`config.mk`:
```
export PLATFORM = sky130hd
export DESIGN_NAME = bit_group_modulo_distributor_top
export DESIGN_NICKNAME = d
export VERILOG_FILES = /design/src/rtl/bgmd_pkg.sv /design/src/rtl/bgmd_ctrl.sv /design/src/rtl/bgmd_dpath.sv /design/src/rtl/bit_group_modulo_distributor_top.sv
export SDC_FILE = /design/constraint.sdc
export NUM_CORES = 1
export LEC_CHECK = 0
export ABC_CLOCK_PERIOD_IN_PS = 5500
export BUFFER_PORTS_ARGS = -buffer_cell sky130_fd_sc_hd__buf_4
export CAP_MARGIN = 20
export CORE_AREA = 10 10 149 253
export DETAILED_ROUTE_END_ITERATION = 8
export DIE_AREA = 0 0 159 263
export PLACE_DENSITY_LB_ADDON = 0.2
export SLEW_MARGIN = 15
export SYNTH_ARGS = -nofsm -noshare
export SYNTH_HDL_FRONTEND = slang
export SYNTH_SLANG_ARGS = --single-unit
export TNS_END_PERCENT = 1
```
`constraint.sdc`:
```
create_clock -name clk -period 5.5 [get_ports clk]
set_input_delay 0.55 -clock clk [delete_from_list [all_inputs] [get_ports clk]]
set_output_delay 0.55 -clock clk [all_outputs]
set_load 0.01 [all_outputs]
```
`src/rtl/bgmd_pkg.sv`:
```
// Package for the bit-group modulo distributor.
// Holds shared constants, register indexes and the controller/datapath interface types.
// No dependencies.
package bgmd_pkg;

	// Configuration register indexes
	localparam logic [1:0] REG_BITS_PER_VALUE  = 2'd0;
	localparam logic [1:0] REG_LIMIT_VALUE     = 2'd1;
	localparam logic [1:0] REG_NUM_STREAMS     = 2'd2;
	localparam logic [1:0] REG_SEQUENCE_LENGTH = 2'd3;

	// Register and field widths
	localparam int CFG_IDX_W = 2;
	localparam int CFG_DAT_W = 32;
	localparam int BPV_W     = 6;
	localparam int LIM_W     = 32;
	localparam int NS_W      = 4;
	localparam int LEN_W     = 17;
	localparam int ACC_W     = 32;
	localparam int STRM_W    = 3;
	localparam int POS_W     = 16;

	// Fixed limits
	localparam int VALUE_WIDTH       = 32;
	localparam int MAX_LENGTH        = 65536;
	localparam int MAX_STREAMS_DEF   = 8;

	// Remainder unit: one quotient bit per cycle over the whole accumulator
	localparam int DIV_STEPS = ACC_W;
	localparam int DIV_CNT_W = $clog2(DIV_STEPS);

	// Reset values of the configuration registers
	localparam logic [BPV_W-1:0] BPV_RST = BPV_W'(8);
	localparam logic [LIM_W-1:0] LIM_RST = LIM_W'(256);
	localparam logic [NS_W-1:0]  NS_RST  = NS_W'(1);
	localparam logic [LEN_W-1:0] LEN_RST = LEN_W'(1);

	// Commands from controller to datapath
	typedef struct packed {
		logic accept;    // input item taken this cycle
		logic div_start; // accepted item completes a group: load the remainder unit
		logic div_step;  // advance the remainder unit by one bit
		logic out_load;  // move the finished remainder into the output register
	} cmd_t;

	// Status from datapath to controller
	typedef struct packed {
		logic group_done; // the offered item completes a group
	} sts_t;

endpackage

```
`src/rtl/bgmd_ctrl.sv`:
```
// Controller for the bit-group modulo distributor.
// Sequences item acceptance, the bit-serial remainder unit and the output handshake.
// Depends on bgmd_pkg.
module bgmd_ctrl (
	input  logic           clk,
	input  logic           arst_n,
	input  logic           in_valid,
	output logic           in_stall,
	output logic           out_valid,
	input  logic           out_stall,
	input  bgmd_pkg::sts_t sts,
	output bgmd_pkg::cmd_t cmd
);

	localparam logic [1:0] ST_IDLE = 2'd0;
	localparam logic [1:0] ST_DIV  = 2'd1;
	localparam logic [1:0] ST_HOLD = 2'd2;

	localparam logic [bgmd_pkg::DIV_CNT_W-1:0] DIV_LAST =
		bgmd_pkg::DIV_CNT_W'(bgmd_pkg::DIV_STEPS - 1);

	logic [1:0]                     state_q;
	logic [1:0]                     state_d;
	logic [bgmd_pkg::DIV_CNT_W-1:0] div_cnt_q;
	logic                           out_valid_q;
	logic                           out_free;

	// Output register may take a new result when empty or being emptied
	assign out_free  = !out_valid_q || !out_stall;
	assign in_stall  = (state_q != ST_IDLE);
	assign out_valid = out_valid_q;

	// Decode commands and next state
	always_comb begin
		cmd = '0;
		state_d = state_q;
		case (state_q)
			ST_IDLE: begin
				cmd.accept = in_valid;
				if (in_valid && sts.group_done) begin
					cmd.div_start = 1'b1;
					state_d = ST_DIV;
				end
			end
			ST_DIV: begin
				cmd.div_step = 1'b1;
				if (div_cnt_q == DIV_LAST) begin
					state_d = ST_HOLD;
				end
			end
			ST_HOLD: begin
				if (out_free) begin
					cmd.out_load = 1'b1;
					state_d = ST_IDLE;
				end
			end
			default: begin
				state_d = ST_IDLE;
			end
		endcase
	end

	// Advance state, step count and output valid
	always_ff @(posedge clk or negedge arst_n) begin
		if (!arst_n) begin
			state_q <= ST_IDLE;
			div_cnt_q <= '0;
			out_valid_q <= 1'b0;
		end else begin
			state_q <= state_d;
			if (cmd.div_start) begin
				div_cnt_q <= '0;
			end else if (cmd.div_step) begin
				div_cnt_q <= div_cnt_q + 1'b1;
			end
			if (cmd.out_load) begin
				out_valid_q <= 1'b1;
			end else if (!out_stall) begin
				out_valid_q <= 1'b0;
			end
		end
	end

	// A loaded result is offered in the next cycle
	a_load_shows: assert property (@(posedge clk) disable iff (!arst_n)
		cmd.out_load |=> out_valid_q)
		else $error("loaded result not offered");

	// Never overwrite a result that is still waiting
	a_no_overwrite: assert property (@(posedge clk) disable iff (!arst_n)
		cmd.out_load |-> (!out_valid_q || !out_stall))
		else $error("output overwritten while stalled");

	// Remainder unit runs exactly its step count before the hand-off
	a_div_len: assert property (@(posedge clk) disable iff (!arst_n)
		(state_q == ST_DIV && div_cnt_q == DIV_LAST) |=> state_q == ST_HOLD)
		else $error("remainder unit overran");

	// A completed group always enters the remainder unit
	a_div_enter: assert property (@(posedge clk) disable iff (!arst_n)
		cmd.div_start |=> (state_q == ST_DIV && div_cnt_q == '0))
		else $error("group not handed to remainder unit");

endmodule

```
`src/rtl/bgmd_dpath.sv`:
```
// Datapath for the bit-group modulo distributor.
// Holds configuration, bit packing, stream/position counters, the remainder unit and output.
// Depends on bgmd_pkg.
module bgmd_dpath #(
	parameter int MAX_STREAMS = bgmd_pkg::MAX_STREAMS_DEF
) (
	input  logic                           clk,
	input  logic                           arst_n,
	input  logic                           cfg_we,
	input  logic [bgmd_pkg::CFG_IDX_W-1:0] cfg_index,
	input  logic [bgmd_pkg::CFG_DAT_W-1:0] cfg_data,
	input  logic                           bit_in,
	input  logic                           start_req,
	input  bgmd_pkg::cmd_t                 cmd,
	output bgmd_pkg::sts_t                 sts,
	output logic [bgmd_pkg::ACC_W-1:0]     value,
	output logic [bgmd_pkg::STRM_W-1:0]    stream_index,
	output logic [bgmd_pkg::POS_W-1:0]     position,
	output logic                           last
);

	localparam int SC_W  = (MAX_STREAMS > 1) ? $clog2(MAX_STREAMS) : 1;
	localparam int NSC_W = ($clog2(MAX_STREAMS + 1) > bgmd_pkg::NS_W) ?
		$clog2(MAX_STREAMS + 1) : bgmd_pkg::NS_W;
	localparam int ACC_W = bgmd_pkg::ACC_W;
	localparam int BPV_W = bgmd_pkg::BPV_W;
	localparam int LEN_W = bgmd_pkg::LEN_W;
	localparam int POS_W = bgmd_pkg::POS_W;

	localparam logic [BPV_W-1:0] BPV_MAX = BPV_W'(bgmd_pkg::VALUE_WIDTH);
	localparam logic [NSC_W-1:0] NS_MAX  = NSC_W'(MAX_STREAMS);
	localparam logic [LEN_W-1:0] LEN_MAX = LEN_W'(bgmd_pkg::MAX_LENGTH);

	// Configuration registers
	logic [BPV_W-1:0]               bpv_q;
	logic [bgmd_pkg::LIM_W-1:0]     lim_q;
	logic [bgmd_pkg::NS_W-1:0]      ns_q;
	logic [LEN_W-1:0]               len_q;

	// Run state
	logic [ACC_W-1:0]               acc_q;
	logic [BPV_W-1:0]               bit_cnt_q;
	logic [SC_W-1:0]                strm_cnt_q;
	logic [POS_W-1:0]               pos_cnt_q;
	logic                           run_done_q;

	// Remainder unit and tags of the group in flight
	logic [ACC_W-1:0]               dvd_q;
	logic [ACC_W-1:0]               rem_q;
	logic [bgmd_pkg::STRM_W-1:0]    tag_strm_q;
	logic [POS_W-1:0]               tag_pos_q;
	logic                           tag_last_q;

	// Output register
	logic [ACC_W-1:0]               out_value_q;
	logic [bgmd_pkg::STRM_W-1:0]    out_strm_q;
	logic [POS_W-1:0]               out_pos_q;
	logic                           out_last_q;

	logic [BPV_W-1:0] bpv_eff;
	logic [NSC_W-1:0] ns_eff;
	logic [LEN_W-1:0] len_eff;
	logic [ACC_W-1:0] acc_base;
	logic [ACC_W-1:0] acc_new;
	logic [BPV_W-1:0] bc_base;
	logic [BPV_W-1:0] bc_inc;
	logic [SC_W-1:0]  sc_base;
	logic [POS_W-1:0] pc_base;
	logic             done_base;
	logic             grp_done;
	logic [NSC_W-1:0] sc_inc;
	logic [LEN_W-1:0] pc_inc;
	logic             strm_wrap;
	logic             run_last;
	logic [ACC_W:0]   trial;
	logic [ACC_W:0]   trial_sub;
	logic [ACC_W-1:0] rem_next;

	// Clamp configuration to its working ranges
	always_comb begin
		if (bpv_q == '0) begin
			bpv_eff = BPV_W'(1);
		end else if (bpv_q > BPV_MAX) begin
			bpv_eff = BPV_MAX;
		end else begin
			bpv_eff = bpv_q;
		end
		if (ns_q == '0) begin
			ns_eff = NSC_W'(1);
		end else if (NSC_W'(ns_q) > NS_MAX) begin
			ns_eff = NS_MAX;
		end else begin
			ns_eff = NSC_W'(ns_q);
		end
		if (len_q == '0) begin
			len_eff = LEN_W'(1);
		end else if (len_q > LEN_MAX) begin
			len_eff = LEN_MAX;
		end else begin
			len_eff = len_q;
		end
	end

	// Start request clears the run before this bit is taken
	assign acc_base  = start_req ? '0 : acc_q;
	assign bc_base   = start_req ? '0 : bit_cnt_q;
	assign sc_base   = start_req ? '0 : strm_cnt_q;
	assign pc_base   = start_req ? '0 : pos_cnt_q;
	assign done_base = start_req ? 1'b0 : run_done_q;

	// Pack the bit, least significant first
	assign acc_new  = acc_base | (ACC_W'(bit_in) << bc_base[$clog2(ACC_W)-1:0]);
	assign bc_inc   = bc_base + 1'b1;
	assign grp_done = !done_base && (bc_inc >= bpv_eff);

	// Round-robin position of this value and end of run
	assign sc_inc    = NSC_W'(sc_base) + 1'b1;
	assign pc_inc    = LEN_W'(pc_base) + 1'b1;
	assign strm_wrap = (sc_inc >= ns_eff);
	assign run_last  = strm_wrap && (pc_inc >= len_eff);

	assign sts.group_done = grp_done;

	// Restoring remainder step; a zero modulus subtracts zero at every step, passing the value through
	assign trial     = {rem_q, dvd_q[ACC_W-1]};
	assign trial_sub = trial - {1'b0, lim_q};
	assign rem_next  = (trial >= {1'b0, lim_q}) ? trial_sub[ACC_W-1:0] : trial[ACC_W-1:0];

	// Hold configuration
	always_ff @(posedge clk or negedge arst_n) begin
		if (!arst_n) begin
			bpv_q <= bgmd_pkg::BPV_RST;
			lim_q <= bgmd_pkg::LIM_RST;
			ns_q <= bgmd_pkg::NS_RST;
			len_q <= bgmd_pkg::LEN_RST;
		end else if (cfg_we) begin
			case (cfg_index)
				bgmd_pkg::REG_BITS_PER_VALUE:  bpv_q <= cfg_data[BPV_W-1:0];
				bgmd_pkg::REG_LIMIT_VALUE:     lim_q <= cfg_data[bgmd_pkg::LIM_W-1:0];
				bgmd_pkg::REG_NUM_STREAMS:     ns_q <= cfg_data[bgmd_pkg::NS_W-1:0];
				bgmd_pkg::REG_SEQUENCE_LENGTH: len_q <= cfg_data[LEN_W-1:0];
				default: begin
				end
			endcase
		end
	end

	// Advance run state on each accepted item
	always_ff @(posedge clk or negedge arst_n) begin
		if (!arst_n) begin
			acc_q <= '0;
			bit_cnt_q <= '0;
			strm_cnt_q <= '0;
			pos_cnt_q <= '0;
			run_done_q <= 1'b0;
		end else if (cmd.accept) begin
			acc_q <= acc_base;
			bit_cnt_q <= bc_base;
			strm_cnt_q <= sc_base;
			pos_cnt_q <= pc_base;
			run_done_q <= done_base;
			if (grp_done) begin
				acc_q <= '0;
				bit_cnt_q <= '0;
				if (run_last) begin
					run_done_q <= 1'b1;
				end else if (strm_wrap) begin
					strm_cnt_q <= '0;
					pos_cnt_q <= pc_inc[POS_W-1:0];
				end else begin
					strm_cnt_q <= sc_inc[SC_W-1:0];
				end
			end else if (!done_base) begin
				acc_q <= acc_new;
				bit_cnt_q <= bc_inc;
			end
		end
	end

	// Load and step the remainder unit, then hand over to the output register
	always_ff @(posedge clk) begin
		if (cmd.div_start) begin
			dvd_q <= acc_new;
			rem_q <= '0;
			tag_strm_q <= bgmd_pkg::STRM_W'(sc_base);
			tag_pos_q <= pc_base;
			tag_last_q <= run_last;
		end else if (cmd.div_step) begin
			dvd_q <= {dvd_q[ACC_W-2:0], 1'b0};
			rem_q <= rem_next;
		end
		if (cmd.out_load) begin
			out_value_q <= rem_q;
			out_strm_q <= tag_strm_q;
			out_pos_q <= tag_pos_q;
			out_last_q <= tag_last_q;
		end
	end

	assign value        = out_value_q;
	assign stream_index = out_strm_q;
	assign position     = out_pos_q;
	assign last         = out_last_q;

	// A finished run ignores bits until a start request
	a_done_holds: assert property (@(posedge clk) disable iff (!arst_n)
		(cmd.accept && !start_req && run_done_q) |=>
			(run_done_q && $stable(pos_cnt_q) && $stable(strm_cnt_q)))
		else $error("finished run disturbed");

	// A completed group always leaves the packing state cleared
	a_group_clears: assert property (@(posedge clk) disable iff (!arst_n)
		(cmd.accept && grp_done) |=> (acc_q == '0 && bit_cnt_q == '0))
		else $error("packing state not cleared after group");

endmodule

```
`src/rtl/bit_group_modulo_distributor_top.sv`:
```
// Bit-group modulo distributor: one stream bit per item in, packed values modulo a limit out.
// An item inside a group is packed into the accumulator; the item that closes a group is
// loaded into the remainder unit, stepped through it, then handed off to the output register.
// Throughput: 1 item per cycle inside a group; input stalls while a closing item is in the
// remainder unit or waits for the output register; once handed off, the next group fills.
// Reset (arst_n, asynchronous, active low) clears run state, output valid and configuration.
module bit_group_modulo_distributor_top #(
	parameter int MAX_STREAMS = bgmd_pkg::MAX_STREAMS_DEF
) (
	input  logic                           clk,
	input  logic                           arst_n,
	input  logic                           cfg_we,
	input  logic [bgmd_pkg::CFG_IDX_W-1:0] cfg_index,
	input  logic [bgmd_pkg::CFG_DAT_W-1:0] cfg_data,
	input  logic                           in_valid,
	output logic                           in_stall,
	input  logic                           bit_in,
	input  logic                           start_req,
	output logic                           out_valid,
	input  logic                           out_stall,
	output logic [bgmd_pkg::ACC_W-1:0]     value,
	output logic [bgmd_pkg::STRM_W-1:0]    stream_index,
	output logic [bgmd_pkg::POS_W-1:0]     position,
	output logic                           last
);

	bgmd_pkg::cmd_t cmd;
	bgmd_pkg::sts_t sts;

	// Sequencing
	bgmd_ctrl u_ctrl (
		.clk       (clk),
		.arst_n    (arst_n),
		.in_valid  (in_valid),
		.in_stall  (in_stall),
		.out_valid (out_valid),
		.out_stall (out_stall),
		.sts       (sts),
		.cmd       (cmd)
	);

	// Packing, counters, remainder unit and output register
	bgmd_dpath #(
		.MAX_STREAMS (MAX_STREAMS)
	) u_dpath (
		.clk          (clk),
		.arst_n       (arst_n),
		.cfg_we       (cfg_we),
		.cfg_index    (cfg_index),
		.cfg_data     (cfg_data),
		.bit_in       (bit_in),
		.start_req    (start_req),
		.cmd          (cmd),
		.sts          (sts),
		.value        (value),
		.stream_index (stream_index),
		.position     (position),
		.last         (last)
	);

endmodule
```
; Word level (Yosys, flattened, before mapping)
; Cells that the tools add are included.
[word_totals]
input_bits = 41
ff_bits = 261
word_cells = 103
latch_bits = 0
mem_count = 0
output_inout_bits = 54
romBits = 0
ramBits = 0
[op_classes]
multipliers = 0
add_sub_neg = 5
n_bitwise = 1
n_reduce_logical = 19
shift = 1
n_eq_ne = 10
div_mod_pow = 0
magnitude_cmp = 7
muxes = 39
[ops]
columns = op, n
row1 = 32-bit 2-to-1 mux, 6
row2 = 16-bit 2-to-1 mux, 4
row3 = 17-bit 2-to-1 mux, 2
row4 = 33-bit by 32-bit greater-or-equal comparator with 1-bit output, 1
row5 = 32-bit bitwise OR, 1
row6 = 1-bit by 5-bit left shift with 32-bit output, 1
row7 = 32-bit subtractor, 1
row8 = 6-bit 2-to-1 mux, 5
row9 = 16-bit by 1-bit adder with 17-bit output (second input constant), 1
row10 = 17-bit greater-or-equal comparator, 1
row11 = 17-bit greater-than comparator (second input constant), 1
row12 = 17-bit zero test, 1
row13 = 3-bit 2-to-1 mux, 4
row14 = 5-bit 2-to-1 mux, 2
row15 = 1-bit 2-to-1 mux, 9
row16 = 2-bit 2-to-1 mux, 4
row17 = 4-bit 2-to-1 mux, 2
row18 = 2-bit by 1-bit != test with 1-bit output (second input constant), 4
row19 = 2-bit AND reduction, 4
row20 = 6-bit by 1-bit adder with 6-bit output (second input constant), 1
row21 = 2-bit equality test (second input constant), 3
row22 = 6-bit greater-or-equal comparator, 1
row23 = 6-bit greater-than comparator (second input constant), 1
row24 = 6-bit zero test, 1
row25 = other kinds (14), 21

; Depth between registers and ports, before layout
[logic_depth]
ltp_word = 9
ltp_mapped = 21
ltp_nobuf = 17

; Modules after synthesis
; From an unflattened synthesis, not the netlist that was laid out.
[unflattened]
cells_unflattened = 1263
area_unflattened_um2 = 13416.6
[by_module_without_submodules]
columns = mod, cells_each, area_per_inst_um2, n_inst
row1 = bgmd_dpath, 1225, 13003.7, 1
row2 = bgmd_ctrl, 38, 412.9, 1

; Worst setup path after synthesis
; Ideal clock, no wire load.
[synth_timing]
path_kind = in2reg
from = input start_req
to = register u_dpath.pos_cnt_q[8]
cell_stages = 21
setup_slack_ns = 0.843
setup_time_ns = 0.126
t_arrival_ns = 4.531
cell_sequence = clkbuf_1 -> clkbuf_1 -> clkbuf_1 -> nor2b_1 -> ha_1 -> nand3_1 -> nor2_1 -> and3_1 -> nand3_1 -> nor2_1 -> and3_1 -> xnor2_1 -> ha_1 -> a21o_1 -> a21o_1 -> a21oi_1 -> and4_1 -> and2_1 -> clkbuf_1 -> nor2_1 -> a221o_1
[synth_via]
elab_chain_cells = 6
word_cells_on_any_way = 16
classes_between = 3 x add/sub / 3 x order compare / 7 x mux / 3 x reduce/logical
[synth_rtl]
columns = item, line_no
row1 = start: declaration, bit_group_modulo_distributor_top.sv:18  ; input logic start_req,
row2 = 16-bit 2-to-1 mux *, bgmd_dpath.sv:108  ; assign pc_base = start_req ? '0 : pos_cnt_q;
row3 = named net u_dpath.pc_base[1], bgmd_dpath.sv:68  ; logic [POS_W-1:0] pc_base;
row4 = 16-bit by 1-bit adder with 17-bit output *, bgmd_dpath.sv:118  ; assign pc_inc = LEN_W'(pc_base) + 1'b1;
row5 = 17-bit greater-or-equal comparator, bgmd_dpath.sv:120  ; assign run_last = strm_wrap && (pc_inc >= len_eff);
row6 = 1-bit logical AND, bgmd_dpath.sv:120
row7 = 16-bit 2-to-1 mux *, bgmd_dpath.sv:165  ; if (run_last) begin
row8 = 16-bit 2-to-1 mux *, bgmd_dpath.sv:162  ; if (grp_done) begin
row9 = end signal: assignment, bgmd_dpath.sv:160  ; pos_cnt_q <= pc_base;
row10 = end signal: assignment, bgmd_dpath.sv:169  ; pos_cnt_q <= pc_inc[POS_W-1:0];
row11 = end: declaration, bgmd_dpath.sv:44  ; logic [POS_W-1:0] pos_cnt_q;
; Mark *: on every way through the listed nets, which the timed path passes. The rest lies on a longest branch.
; A chain may end at the register's enable or synchronous reset.

; Worst setup path in the final report
[layout_timing]
from = register u_dpath.pos_cnt_q[0]
to = register u_dpath.pos_cnt_q[9]
[layout_via]
elab_chain_cells = 6
word_cells_on_any_way = 7
classes_between = 1 x add/sub / 1 x order compare / 4 x mux / 1 x reduce/logical
[layout_rtl]
columns = item, line_no
row1 = 16-bit 2-to-1 mux *, bgmd_dpath.sv:108
row2 = named net u_dpath.pc_base[0], bgmd_dpath.sv:68
row3 = 16-bit by 1-bit adder with 17-bit output *, bgmd_dpath.sv:118
row4 = 17-bit greater-or-equal comparator, bgmd_dpath.sv:120
row5 = 1-bit logical AND, bgmd_dpath.sv:120
row6 = 16-bit 2-to-1 mux *, bgmd_dpath.sv:165
row7 = 16-bit 2-to-1 mux *, bgmd_dpath.sv:162
; Marks and branches as above.

==> results.sh <==
export IMPL_nFillCells=3193
export IMPL_drc=0
export IMPL_synth_cell_type_count=65
export IMPL_pwr_share_seq_pct=36.9
export IMPL_fin_util_pct=45.9
export IMPL_postCtsHoldBufs=0
export IMPL_p_leak_nw=6.63
export IMPL_vias=9754
export IMPL_synth_edf_count=104
export IMPL_reg2reg_depth=17
export IMPL_crit_required_ps=5940
export IMPL_placeableCoreArea_um2=33500
export IMPL_ys_seq_area_share_pct=52.4
export IMPL_ys_async_sr_fraction_pct=47.9
export IMPL_hp_class="primary input to async pin"
export IMPL_grt_setup_unrepaired="no"
export IMPL_wl_um=34400
export IMPL_first_pass_iters=5
export IMPL_drive_gt1_share_pct=17.9
export IMPL_hpwl_um=24800
export IMPL_clockBufferDepth=3
export IMPL_clock_fmax_mhz=209
export IMPL_portBuffers=94
export IMPL_skew_ps=29.2
export IMPL_period_needed_ps=4790
export IMPL_cts_max_level=1
export IMPL_max_cap_violations=0
export IMPL_endpoint="u_dpath.pos_cnt_q[9]"
export IMPL_finalSetupViolCount=0
export IMPL_worst_setup_path_end_kind="flip-flop"
export IMPL_syn2layout_area_growth_pct=17.0
export IMPL_ant_nets=0
export IMPL_clkPwrFrac_pct=25.3
export IMPL_synthFlopType="dfrtp_1"
export IMPL_gp_congestion=0.906
export IMPL_p_switching_w=0.00280
export IMPL_initial_utilization_pct=39.2
export IMPL_tns_ps=0
export IMPL_wl_per_cell_um=19.2
export IMPL_cts_made_buffers=27
export IMPL_tightest_slew_ps=988
export IMPL_cts_tree="done"
export IMPL_cts_sinks=261
export IMPL_crit_arrival_ps=5240
export IMPL_synth_fp_nets=1333
export IMPL_dr_first_iter_drc_count=471
export IMPL_cts_reportedPaths_clkPinSlew_ps=60
export IMPL_ir_worst_vdd_v=0.000389
export IMPL_rows=89
export IMPL_avgSynthCellArea_um2=10.7
export IMPL_regToRegEndpoint="u_dpath.pos_cnt_q[9]"
export IMPL_nets=1427
export IMPL_synth_warnings=0
export IMPL_via_per_inst=5.43
export IMPL_r2r_start="u_dpath.pos_cnt_q[0]"
export IMPL_grt_pass1_vias=10200
export IMPL_maxSlewViolCount=0
export IMPL_status="completed"
export IMPL_dieHeight_um=263
export IMPL_postCtsSetupRepairBufs=0
export IMPL_cellPowerDensity_nw_per_um2=501
export IMPL_path_class="flip-flop to flip-flop"
export IMPL_synth_seq_cells=261
export IMPL_startpoint_type="flip-flop"
export IMPL_post_cts_resized=0
export IMPL_final_cells=1797
export IMPL_fin_crit_sh_pct=87.2
export IMPL_cts_root_buf="clkbuf_16"
export IMPL_switching_share_pct=36.3
export IMPL_grt_pass1_wl_um=55000
export IMPL_crit_fanout=10
export IMPL_overflow=0
export IMPL_slew_headroom_pct=34.0
export IMPL_ioPinCount=95
export IMPL_num_antenna_cells=0
export IMPL_clk_latency_ps=560
export IMPL_hold_viol=0
export IMPL_dp_cells=1746
export IMPL_dieArea_um2=41800
export IMPL_antenna_found_initial=0
export IMPL_r2r_slack_ps=710
export IMPL_dieWidth_um=159
export IMPL_syn_cell_area_um2=13200
export IMPL_grt_usage_pct=16.1
export IMPL_synth_cells=1227
export IMPL_grt_max_degree=65
export IMPL_p_int_w=0.00491
export IMPL_crit_start="u_dpath.pos_cnt_q[0]"
export IMPL_combPwrFrac_pct=37.8
==> synthesized netlist by cell type (5+ instances only) <==
master | count | area share (%)
nand3_1 | 26 | 0.99
buf_2 | 5 | 0.19
a221oi_1 | 19 | 1.3
nand2b_1 | 15 | 0.71
nand4_1 | 14 | 0.67
xnor2_1 | 24 | 1.6
a211oi_1 | 5 | 0.29
xor2_1 | 17 | 1.1
nor2b_1 | 25 | 1.2
nor3_1 | 12 | 0.46
a221o_1 | 6 | 0.46
dfxtp_1 | 32 | 4.9
nand2_1 | 133 | 3.8
or3_1 | 5 | 0.24
and2_1 | 13 | 0.62
mux2i_1 | 16 | 1.2
buf_1 | 5 | 0.14
edfxtp_1 | 104 | 24
clkbuf_1 | 41 | 1.2
and3_1 | 23 | 1.1
a31oi_1 | 15 | 0.71
a22o_1 | 29 | 1.9
o21a_1 | 5 | 0.29
o31ai_1 | 15 | 0.86
nor2_1 | 80 | 2.3
dfrtp_1 | 121 | 23
nor4_1 | 7 | 0.33
inv_1 | 54 | 1.5
a21o_1 | 25 | 1.4
ha_1 | 64 | 6.1
o21ai_0 | 82 | 3.1
a21oi_1 | 65 | 2.5
o211ai_1 | 7 | 0.40
mux2_2 | 59 | 5.1
==> layer usage <==
metal / global-route usage [%] / wire, µm / up-vias
li1: - / - / 4682
met1: 17.5 / 13500 / 4792
met2: 30.7 / 18700 / 216
met3: 2.25 / 1310 / 64
met4: 5.83 / 983 / 0
met5: 0 / 0 / -
==> critical path, stage by stage, from the launching register on <==
cell	delay, ps
dfrtp_1	400
nor2b_1	360
ha_1	310
nand3_1	170
nor2_1	310
and3_1	240
nand3_1	170
nor2_1	240
and3_1	280
xnor2_1	110
ha_1	320
a21o_1	180
a21o_1	170
a21oi_1	180
and4_1	310
and2_1	440
nor2_1	170
a221o_1	320
==> state kept, by name, indices dropped and copies added (netlist names), 4 cells and up <==
register	cells
u_dpath.tag_pos_q	16
u_dpath.value	32
u_dpath.pos_cnt_q	16
u_dpath.dvd_q	32
u_dpath.lim_q	32
u_dpath.acc_q	32
u_dpath.rem_q	32
u_dpath.ns_q	4
u_dpath.len_q	17
u_dpath.position	16
u_ctrl.div_cnt_q	5
u_dpath.bit_cnt_q	6
u_dpath.bpv_q	6
==> power by group through the flow <==
stage	clock network (W)	registers, W	logic (W)
floorplan	0	0.00276	0.00223
global placement	0	0.00287	0.00288
detailed placement	0	0.00288	0.00291
CTS	0.00200	0.00284	0.00293
finish	0.00195	0.00284	0.00291
global route	0.00207	0.00289	0.00329
==> final cells by class <==
cell class | count | area, µm² | share of cell area (%)
clock buffers | 39 | 813 | 5.29
clock inverters | 11 | 145 | 0.943
inverters | 54 | 203 | 1.32
multi-input cells | 859 | 5860 | 38.1
flip-flops and latches | 261 | 6900 | 44.8
well taps | 455 | 569 | 3.70
repair buffers | 118 | 896 | 5.82
==> cells in the final DEF (no fill, tap or decap), types with 5 or more instances in the layout <==
cell / n
dfrtp_1: 121
clkbuf_1: 5
clkbuf_8: 5
o21ai_0: 81
nand2b_1: 15
o211ai_1: 7
a31oi_1: 15
o31ai_1: 15
a221o_1: 6
xor2_1: 17
a21oi_1: 64
ha_1: 64
nor2_1: 80
nor2b_1: 24
a21o_1: 25
a211oi_1: 5
nor4_1: 6
nand2_1: 132
dfxtp_1: 32
edfxtp_1: 104
nor3_1: 12
a221oi_1: 19
nand4_1: 14
inv_1: 54
or3_1: 5
mux2i_1: 16
clkbuf_16: 29
and3_1: 23
o21a_1: 5
a22o_1: 29
mux2_2: 59
and2_1: 13
buf_4: 116
nand3_1: 26
xnor2_1: 24
==> how the worst min path moves through the flow <==
stage | start | endpoint | slack, ps | cells past startpoint
floorplan | arst_n | u_ctrl.div_cnt_q[0] | 250 | 0
global placement | u_dpath.tag_pos_q[14] | u_dpath.position[14] | 400 | 0
CTS | arst_n | u_dpath.lim_q[31] | 60 | 1
finish | arst_n | u_dpath.lim_q[31] | 50 | 1
global route | arst_n | u_dpath.lim_q[31] | 90 | 1
detailed placement | u_dpath.tag_pos_q[8] | u_dpath.position[8] | 410 | 0
==> cell families after synthesis <==
family	synth area share, %
and+or+nand+nor	13.3
AOI/OAI and AO/OA	15.8
DFF	52.4
buffers and inverters	3.19
muxes	6.27
adders and majority gates	6.24
xor gates and xnor gates	2.73
==> metrics by stage <==
stage | instance area, µm² | power [W] | setup slack, ps | hold slack, ps
6_report | 15400 | 0.00770 | 705 | 45.1
5_1_grt | 15400 | 0.00825 | 351 | 88.4
4_1_cts | 15400 | 0.00777 | 723 | 58.7
3_5_place_dp | 14400 | 0.00579 | 409 | 406
3_3_place_gp | 14400 | 0.00574 | 558 | 403
2_1_floorplan | 13200 | 0.00498 | 843 | 254
Note: power is estimated with default switching activity, not from simulation.
